<file path="src/sebc_pkg.sv">
package sebc_pkg;

   localparam int FRAC_BITS = 8;
   localparam int CH_W = 8;
   localparam int SQ_W = 18;
   localparam int RAD_W = SQ_W + 2 * FRAC_BITS;
   localparam int ROOT_W = RAD_W / 2;
   localparam int REM_W = ROOT_W + 2;
   localparam int C1_W = ROOT_W + 1;
   localparam int C2_W = CH_W + 1 + FRAC_BITS;
   localparam int QUO_W = C1_W;
   localparam int NUM_W = QUO_W + CH_W;
   localparam int COST_W = 18;
   localparam logic [COST_W-1:0] COST_MAX = '1;
   localparam int WT_RESET = 0;
   localparam int MAX_RESET = 10;

   localparam logic REG_WEIGHT = 1'b0;
   localparam logic REG_MAX = 1'b1;

   typedef struct packed {
      logic [23:0] first_color_a;
      logic [23:0] first_color_b;
      logic [23:0] second_color_a;
      logic [23:0] second_color_b;
      logic [7:0]  first_grad_a;
      logic [7:0]  first_grad_b;
      logic [7:0]  second_grad_a;
      logic [7:0]  second_grad_b;
   } req_type;

   typedef struct packed {
      logic [COST_W-1:0] seam_cost;
      logic              bad_setting;
   } rsp_type;

   function automatic logic [CH_W-1:0] abs_diff(input logic [CH_W-1:0] a,
                                                input logic [CH_W-1:0] b);
      return (a >= b) ? a - b : b - a;
   endfunction

   function automatic logic [SQ_W-1:0] sq_dist(input logic [23:0] p, input logic [23:0] q);
      logic [SQ_W-1:0] sum;
      logic [CH_W-1:0] d;
      sum = '0;
      for (int ch = 0; ch < 3; ch++) begin
         d = abs_diff(p[ch*CH_W +: CH_W], q[ch*CH_W +: CH_W]);
         sum = sum + SQ_W'(d * d);
      end
      return sum;
   endfunction

endpackage

</file>
<file path="src/seam_edge_cost_blend.sv">
// Throughput: one item per cycle; the pipeline keeps filling while the
// output waits, and bubbles close up under a stall.
// Stages: squared distances, 17 square root steps, blend, 18 division steps, output.
// Reset clears all valid bits and sets the registers to weight 0, max 10.
module seam_edge_cost_blend (
   input  logic              clock,
   input  logic              reset,
   input  logic              req_valid,
   output logic              req_stall,
   input  sebc_pkg::req_type req_data,
   output logic              rsp_valid,
   input  logic              rsp_stall,
   output sebc_pkg::rsp_type rsp_data,
   input  logic              psel,
   input  logic              penable,
   input  logic              pwrite,
   input  logic [2:0]        paddr,
   input  logic [31:0]       pwdata,
   output logic [31:0]       prdata,
   output logic              pready
);
   import sebc_pkg::*;

   localparam int SQ_ST = 0;
   localparam int RT_FIRST = 1;
   localparam int B1_ST = RT_FIRST + ROOT_W;
   localparam int B2_ST = B1_ST + 1;
   localparam int B3_ST = B2_ST + 1;
   localparam int DV_FIRST = B3_ST + 1;
   localparam int OUT_ST = DV_FIRST + QUO_W;
   localparam int STAGES = OUT_ST + 1;

   logic [CH_W-1:0] weight_ff;
   logic [CH_W-1:0] max_ff;

   assign pready = 1'b1;
   assign prdata = (paddr[2] == REG_MAX) ? 32'(max_ff) : 32'(weight_ff);

   always_ff @(posedge clock) begin
      if (reset) begin
         weight_ff <= CH_W'(WT_RESET);
         max_ff    <= CH_W'(MAX_RESET);
      end else if (psel && penable && pwrite) begin
         unique case (paddr[2])
            REG_WEIGHT: weight_ff <= pwdata[CH_W-1:0];
            REG_MAX:    max_ff    <= pwdata[CH_W-1:0];
            default:    weight_ff <= weight_ff;
         endcase
      end
   end

   logic [STAGES-1:0] vld_ff;
   logic [STAGES-1:0] en;

   always_comb begin
      en[STAGES-1] = !vld_ff[STAGES-1] || !rsp_stall;
      for (int k = STAGES - 2; k >= 0; k--) begin
         en[k] = !vld_ff[k] || en[k+1];
      end
   end

   assign req_stall = !en[0];

   always_ff @(posedge clock) begin
      if (reset) begin
         vld_ff <= '0;
      end else begin
         for (int k = 0; k < STAGES; k++) begin
            if (en[k]) begin
               vld_ff[k] <= (k == 0) ? req_valid : vld_ff[(k == 0) ? 0 : k - 1];
            end
         end
      end
   end

   logic [SQ_W-1:0] sq1_ff, sq2_ff;
   logic [C2_W-1:0] c2_ff [0:B1_ST-1];

   always_ff @(posedge clock) begin
      if (en[SQ_ST]) begin
         sq1_ff   <= sq_dist(req_data.first_color_a, req_data.first_color_b);
         sq2_ff   <= sq_dist(req_data.second_color_a, req_data.second_color_b);
         c2_ff[0] <= C2_W'({1'b0, abs_diff(req_data.first_grad_a, req_data.first_grad_b)}
                    + {1'b0, abs_diff(req_data.second_grad_a, req_data.second_grad_b)})
                    << FRAC_BITS;
      end
      for (int k = 1; k < B1_ST; k++) begin
         if (en[k]) begin
            c2_ff[k] <= c2_ff[k-1];
         end
      end
   end

   logic [RAD_W-1:0]  rad1 [0:ROOT_W], rad2 [0:ROOT_W];
   logic [REM_W-1:0]  rem1 [0:ROOT_W], rem2 [0:ROOT_W];
   logic [ROOT_W-1:0] root1 [0:ROOT_W], root2 [0:ROOT_W];

   assign rad1[0]  = {sq1_ff, {(2*FRAC_BITS){1'b0}}};
   assign rad2[0]  = {sq2_ff, {(2*FRAC_BITS){1'b0}}};
   assign rem1[0]  = '0;
   assign rem2[0]  = '0;
   assign root1[0] = '0;
   assign root2[0] = '0;

   for (genvar j = 0; j < ROOT_W; j++) begin : g_root
      sebc_sqrt_stage u_first (
         .clock(clock), .en(en[RT_FIRST + j]),
         .rad_in(rad1[j]), .rem_in(rem1[j]), .root_in(root1[j]),
         .rad_ff(rad1[j+1]), .rem_ff(rem1[j+1]), .root_ff(root1[j+1])
      );
      sebc_sqrt_stage u_second (
         .clock(clock), .en(en[RT_FIRST + j]),
         .rad_in(rad2[j]), .rem_in(rem2[j]), .root_in(root2[j]),
         .rad_ff(rad2[j+1]), .rem_ff(rem2[j+1]), .root_ff(root2[j+1])
      );
   end

   logic [C1_W-1:0]      c1_ff;
   logic [C2_W-1:0]      c2b_ff;
   logic [CH_W-1:0]      wt_ff, mw_ff;
   logic [CH_W+C1_W-1:0] p1_ff, p2_ff;
   logic [CH_W-1:0]      wt_clamp;
   logic [NUM_W:0]       num_sum;

   assign wt_clamp = (weight_ff > max_ff) ? max_ff : weight_ff;
   assign num_sum  = {1'b0, p1_ff} + {1'b0, p2_ff};

   logic [CH_W-1:0]  drem [0:QUO_W];
   logic [QUO_W-1:0] dacc [0:QUO_W];
   logic [CH_W-1:0]  drem0_ff;
   logic [QUO_W-1:0] dacc0_ff;

   always_ff @(posedge clock) begin
      if (en[B1_ST]) begin
         c1_ff  <= C1_W'({1'b0, root1[ROOT_W]} + {1'b0, root2[ROOT_W]});
         c2b_ff <= c2_ff[B1_ST-1];
         wt_ff  <= wt_clamp;
         mw_ff  <= max_ff - wt_clamp;
      end
      if (en[B2_ST]) begin
         p1_ff <= mw_ff * c1_ff;
         p2_ff <= (CH_W+C1_W)'(wt_ff * c2b_ff);
      end
      if (en[B3_ST]) begin
         drem0_ff <= num_sum[NUM_W-1:QUO_W];
         dacc0_ff <= num_sum[QUO_W-1:0];
      end
   end

   assign drem[0] = drem0_ff;
   assign dacc[0] = dacc0_ff;

   for (genvar j = 0; j < QUO_W; j++) begin : g_div
      sebc_div_stage u_step (
         .clock(clock), .en(en[DV_FIRST + j]), .divisor(max_ff),
         .rem_in(drem[j]), .acc_in(dacc[j]),
         .rem_ff(drem[j+1]), .acc_ff(dacc[j+1])
      );
   end

   logic [31:0] quo32;
   rsp_type     out_ff;

   assign quo32 = 32'(dacc[QUO_W]);

   always_ff @(posedge clock) begin
      if (en[OUT_ST]) begin
         if (max_ff == '0) begin
            out_ff.seam_cost   <= '0;
            out_ff.bad_setting <= 1'b1;
         end else begin
            out_ff.seam_cost   <= (quo32 > 32'(COST_MAX)) ? COST_MAX : quo32[COST_W-1:0];
            out_ff.bad_setting <= 1'b0;
         end
      end
   end

   assign rsp_valid = vld_ff[OUT_ST];
   assign rsp_data  = out_ff;

endmodule

</file>
<file path="src/sebc_sqrt_stage.sv">
module sebc_sqrt_stage (
   input  logic                        clock,
   input  logic                        en,
   input  logic [sebc_pkg::RAD_W-1:0]  rad_in,
   input  logic [sebc_pkg::REM_W-1:0]  rem_in,
   input  logic [sebc_pkg::ROOT_W-1:0] root_in,
   output logic [sebc_pkg::RAD_W-1:0]  rad_ff,
   output logic [sebc_pkg::REM_W-1:0]  rem_ff,
   output logic [sebc_pkg::ROOT_W-1:0] root_ff
);
   import sebc_pkg::*;

   logic [REM_W-1:0] rem_sh;
   logic [REM_W-1:0] trial;
   logic             take;

   always_comb begin
      rem_sh = {rem_in[REM_W-3:0], rad_in[RAD_W-1:RAD_W-2]};
      trial  = {root_in, 2'b01};
      take   = rem_sh >= trial;
   end

   always_ff @(posedge clock) begin
      if (en) begin
         rad_ff  <= {rad_in[RAD_W-3:0], 2'b00};
         rem_ff  <= take ? rem_sh - trial : rem_sh;
         root_ff <= {root_in[ROOT_W-2:0], take};
      end
   end

endmodule

</file>
<file path="src/sebc_div_stage.sv">
module sebc_div_stage (
   input  logic                       clock,
   input  logic                       en,
   input  logic [sebc_pkg::CH_W-1:0]  divisor,
   input  logic [sebc_pkg::CH_W-1:0]  rem_in,
   input  logic [sebc_pkg::QUO_W-1:0] acc_in,
   output logic [sebc_pkg::CH_W-1:0]  rem_ff,
   output logic [sebc_pkg::QUO_W-1:0] acc_ff
);
   import sebc_pkg::*;

   logic [CH_W:0] rem_sh;
   logic [CH_W:0] diff;
   logic          take;

   always_comb begin
      rem_sh = {rem_in, acc_in[QUO_W-1]};
      take   = rem_sh >= {1'b0, divisor};
      diff   = rem_sh - {1'b0, divisor};
   end

   always_ff @(posedge clock) begin
      if (en) begin
         rem_ff <= take ? diff[CH_W-1:0] : rem_sh[CH_W-1:0];
         acc_ff <= {acc_in[QUO_W-2:0], take};
      end
   end

endmodule
</file>
<file path="config.mk">
export PLATFORM = sky130hd
export DESIGN_NAME = seam_edge_cost_blend
export DESIGN_NICKNAME = d
export VERILOG_FILES = /design/src/sebc_pkg.sv /design/src/seam_edge_cost_blend.sv /design/src/sebc_sqrt_stage.sv /design/src/sebc_div_stage.sv
export SDC_FILE = /design/constraint.sdc
export NUM_CORES = 2
export LEC_CHECK = 0
export BUFFER_PORTS_ARGS = -buffer_cell sky130_fd_sc_hd__buf_2
export CAP_MARGIN = 30
export CORE_MARGIN = 8
export CORE_UTILIZATION = 55
export DETAILED_ROUTE_END_ITERATION = 16
export GPL_TIMING_DRIVEN = 0
export PLACE_DENSITY = 0.71
export SLEW_MARGIN = 40
export SYNTH_ARGS = -nofsm -noshare
export SYNTH_HDL_FRONTEND = slang
export SYNTH_SLANG_ARGS = --single-unit
export TNS_END_PERCENT = 5
</file>
<file path="constraint.sdc">
create_clock -name clock -period 10.37 [get_ports clock]
set_input_delay 0 -clock clock [delete_from_list [all_inputs] [get_ports clock]]
set_output_delay 0 -clock clock [all_outputs]
set_load 0.02 [all_outputs]
</file>
==> impl_summary.txt <==
----------------------------------------------------
[Status]
  Run status ... completed

[Setup path]
  Critical Path Max Stage Delay ... 0.67 ns
  CP bufs+invs ... 9
  Crit path launch type ... input port
  Required time of the critical path ... 10.95 ns
  Slack of the worst reg-to-reg path ... 3.52 ns
  Crit-path max FO ... 10
  Beginning of the worst register-to-register path ... vld_ff[39]
  Most frequent cell on the critical path ... fa_1
  Arrival time of the worst setup path ... 9.71 ns
  Endpoint type of the worst setup path ... flop
  Type of the setup path with the least slack ... in -> reg
  Max stage delay cell, worst path ... a2111oi_0
  Crit. Startpoint ... req_data[120]
  Worst path top cell family by delay ... adder cells

[Routing]
  Overall via count from detail_route ... 65180
  Vias per cell ... 5.459
  Drt drc ... 0
  Number of detailed-routing iterations run before antenna repair ... 6
  Final WL ... 199900 µm
  Starting DRT DRC Count ... 4170
  Average detailed-routed wire length per instance ... 16.75 µm
  Residual antenna-violating net count after detailed routing ... 0

[Yosys]
  EDFF count, synth ... 1733
  Cell taking the most area after synthesis ... edfxtp_1
  Cell area after technology mapping ... 105300 µm²
  Proportion of netlist area held by the largest area contributor ... 49.43%
  Main area contributors after synthesis ... edfxtp_1 49%, ha_1 10%, fa_1 8.7%
  Sequential share of the synthesized area ... 50.49%
  Per-instance average area after synthesis ... 11.98 µm²
  #FFs+latches synth ... 1789
  Count of different cell masters after synthesis ... 102
  Asr flop ratio synth ... 0%
  Post-Syn Instances ... 8790
  Number of synthesis warnings ... 0
  Most frequently used flop master after synthesis ... edfxtp_1

[STA]
  Ratio of final minimum period to clock period ... 88.05%
  Fin Hold WS ... 0.07723 ns
  Tmin final ... 9.131 ns
  Measured slew at the worst slew-check pin ... 0.8639 ns
  Sum Neg Setup Slack ... 0 ns
  Final slew viol count ... 0
  RSZ-0062 raised after global routing ... no
  Maximum achievable frequency ... 109.5 MHz
  Final number of setup-violating endpoints ... 0
  Worst setup skew after layout ... 0.03752 ns
  Hold Vio Cnt, Final ... 0
  Worst slew margin ... 42.40%

[Clock network]
  Number of buffers inserted during clock tree synthesis ... 180
  Clock transition at the registers of the reported paths ... 0.06 ns
  TritonCTS clock tree ... built
  Quantity of hold-fixing buffers added after cts ... 62
  # Post-CTS Setup Buffers ... 0
  Clock H-tree levels ... 4
  Clock tree root buffer cell ... clkbuf_16
  Longest Clk Path Bufs ... 3
  Number of clock sinks ... 1789
  Worst skew pair latency ... 0.83 ns
  Number of gates given a new drive strength after cts ... 0

[Floorplan]
  Die Footprint ... 205700 µm²
  Core region area ... 190200 µm²
  I/O pin total ... 224
  Number of standard-cell rows in the floorplan ... 160
  Initial Util ... 55.36%
  Die width ... 453.5 µm
  Die height ... 453.5 µm

[GRT]
  Global-route congestion overflow total ... 0
  Gr busiest metal ... met2
  GRT met3 Usage ... 3.006%
  Routing usage on met1 ... 24.16%
  Global routing usage summed across all routing layers ... 19.41%
  Global-route wire length before repair ... 331900 µm
  Met2 usage ... 34.89%
  Number of global-route vias before repair ... 68070
  Number of antenna violations at the first check in global routing ... 1
  Largest net degree at the start of global routing ... 50

[Final layout]
  Most frequent cells in the layout ... 1733 x edfxtp_1, 1241 x inv_1, 869 x ha_1, 636 x nor2_1, 482 x nand2_1
  Final-stage net count ... 10770
  Area growth syn-to-layout ... 11.01%
  Post-layout instance count excluding filler cells ... 11940
  Most common cell after layout, fill and taps aside ... edfxtp_1
  Fraction of layout cells with a size suffix above 1 ... 9.442%
  Cell area after layout ... 116900 µm²

[Worst hold path]
  Worst hold path class ... in -> reg
  Source of the worst hold timing path ... req_data[13]

[Placed design]
  Post-DP HPWL ... 152400 µm
  Routability congestion estimate from global placement ... 0.8877
  Number of buffers added on ports ... 171
  Cell count after placement ... 11540
  Area after DPL ... 110300 µm²

[Job]
  Max-cap viol count ... 0

----------------------------------------------------
[synthesized netlist by cell type, types with 28 or more instances]
master    number
inv_1       1258
ha_1         869
nand2b_1     111
o21bai_1      48
mux2i_1       79
o21a_1        79
clkbuf_1      84
a21oi_1      365
or3_1         48
edfxtp_1    1733
nor3_1       138
nand3b_1      28
dfxtp_1       56
nor2b_1       94
xor2_1       209
or2_2         54
mux2_2       187
nor4_1        45
nand3_1       93
fa_1         455
a21o_1       136
and2_1       147
o211ai_1      33
a211oi_1      58
xnor2_1      312
nand2_1      495
o21ai_0      351
a21boi_0      59
nand4_1       69
a31oi_1       35
o31ai_1       32
nor2_1       636
[worst reg2reg max path, cell delays in order (launching register included)]
cell and delay, ns:
dfxtp_1 0.43, nand2_2 0.39, nor4_4 0.78, nand3_2 0.81, nor2_2 0.49, inv_2 0.35, nor4_4 0.70, nand4_4 0.40
nor4_4 0.75, nand4_1 0.44, buf_4 0.33, buf_4 0.18, buf_4 0.19, buf_4 0.20, buf_6 0.16
[layer usage]
layer,share of wire (%),vias to the layer above,wire length (µm)
met5,0,-,0
met1,42,31820,84520
met2,51,1262,101700
met3,4.3,353,8605
met4,2.6,0,5162
li1,-,31740,-
[through the flow]
stage / util [%] / worst slack (ns)
4_1_cts: 61.38 / 1.308
3_3_place_gp: 57.51 / 0.3636
2_1_floorplan: - / 2.322
6_report: 61.45 / 1.239
5_1_grt: 61.45 / 0.7764
3_5_place_dp: 57.97 / 0.9721
[path summary, 6_finish.rpt]
kind	depth (start not counted)	endpoint
min reg2reg	0	g_div[6].u_step.acc_ff[3]
max reg2reg	14	c2_ff[0][9]
max	34	sq1_ff[17]
min	5	c2_ff[0][13]
[registers in the layout, indices dropped and copies added, names as in the netlist]
| name | count |
|---|---|
| c1_ff | 18 |
| c2_ff | 162 |
| c2b_ff | 9 |
| dacc0_ff | 18 |
| drem0_ff | 8 |
| g_div.u_step.acc_ff | 324 |
| g_div.u_step.rem_ff | 136 |
| g_root.u_first.rad_ff | 72 |
| g_root.u_first.rem_ff | 247 |
| g_root.u_first.root_ff | 153 |
| g_root.u_second.rad_ff | 72 |
| g_root.u_second.rem_ff | 247 |
| g_root.u_second.root_ff | 153 |
| max_ff | 8 |
| mw_ff | 8 |
| p1_ff | 26 |
| p2_ff | 17 |
| rsp_data | 19 |
| sq1_ff | 18 |
| sq2_ff | 18 |
| vld_ff | 40 |
| weight_ff | 8 |
| wt_ff | 8 |
[final cells by class]
type,instances,area (µm²)
clock buffer,226,4778
buffer,133,626.9
clock inverter,109,1087
sequential,1789,53170
tap,2511,3142
antenna,1,2.502
timing repair buffer,276,2097
inverter,1262,4755
multi-input combinational,5631,47220
fill,14490,73310
[kinds of logic (layout without fill, tap and decap cells)]
kind of cell               Yosys count  in the layout  synth area share [%]
muxes                              266            266                 2.751
buffers and inverters             1395           2006                 5.091
AOI/OAI and AO/OA                 1400           1400                 8.552
and+or+nand+nor                   2090           2090                 9.745
DFF                               1789           1789                 50.49
other                                2             28              0.007133
xor gates and xnor gates           524            524                 4.381
adders and majority gates         1324           1324                 18.98
Power is left out: the tool's default activity adds up to more than one toggle a clock period on the data nets, which glitch-free logic cannot reach.
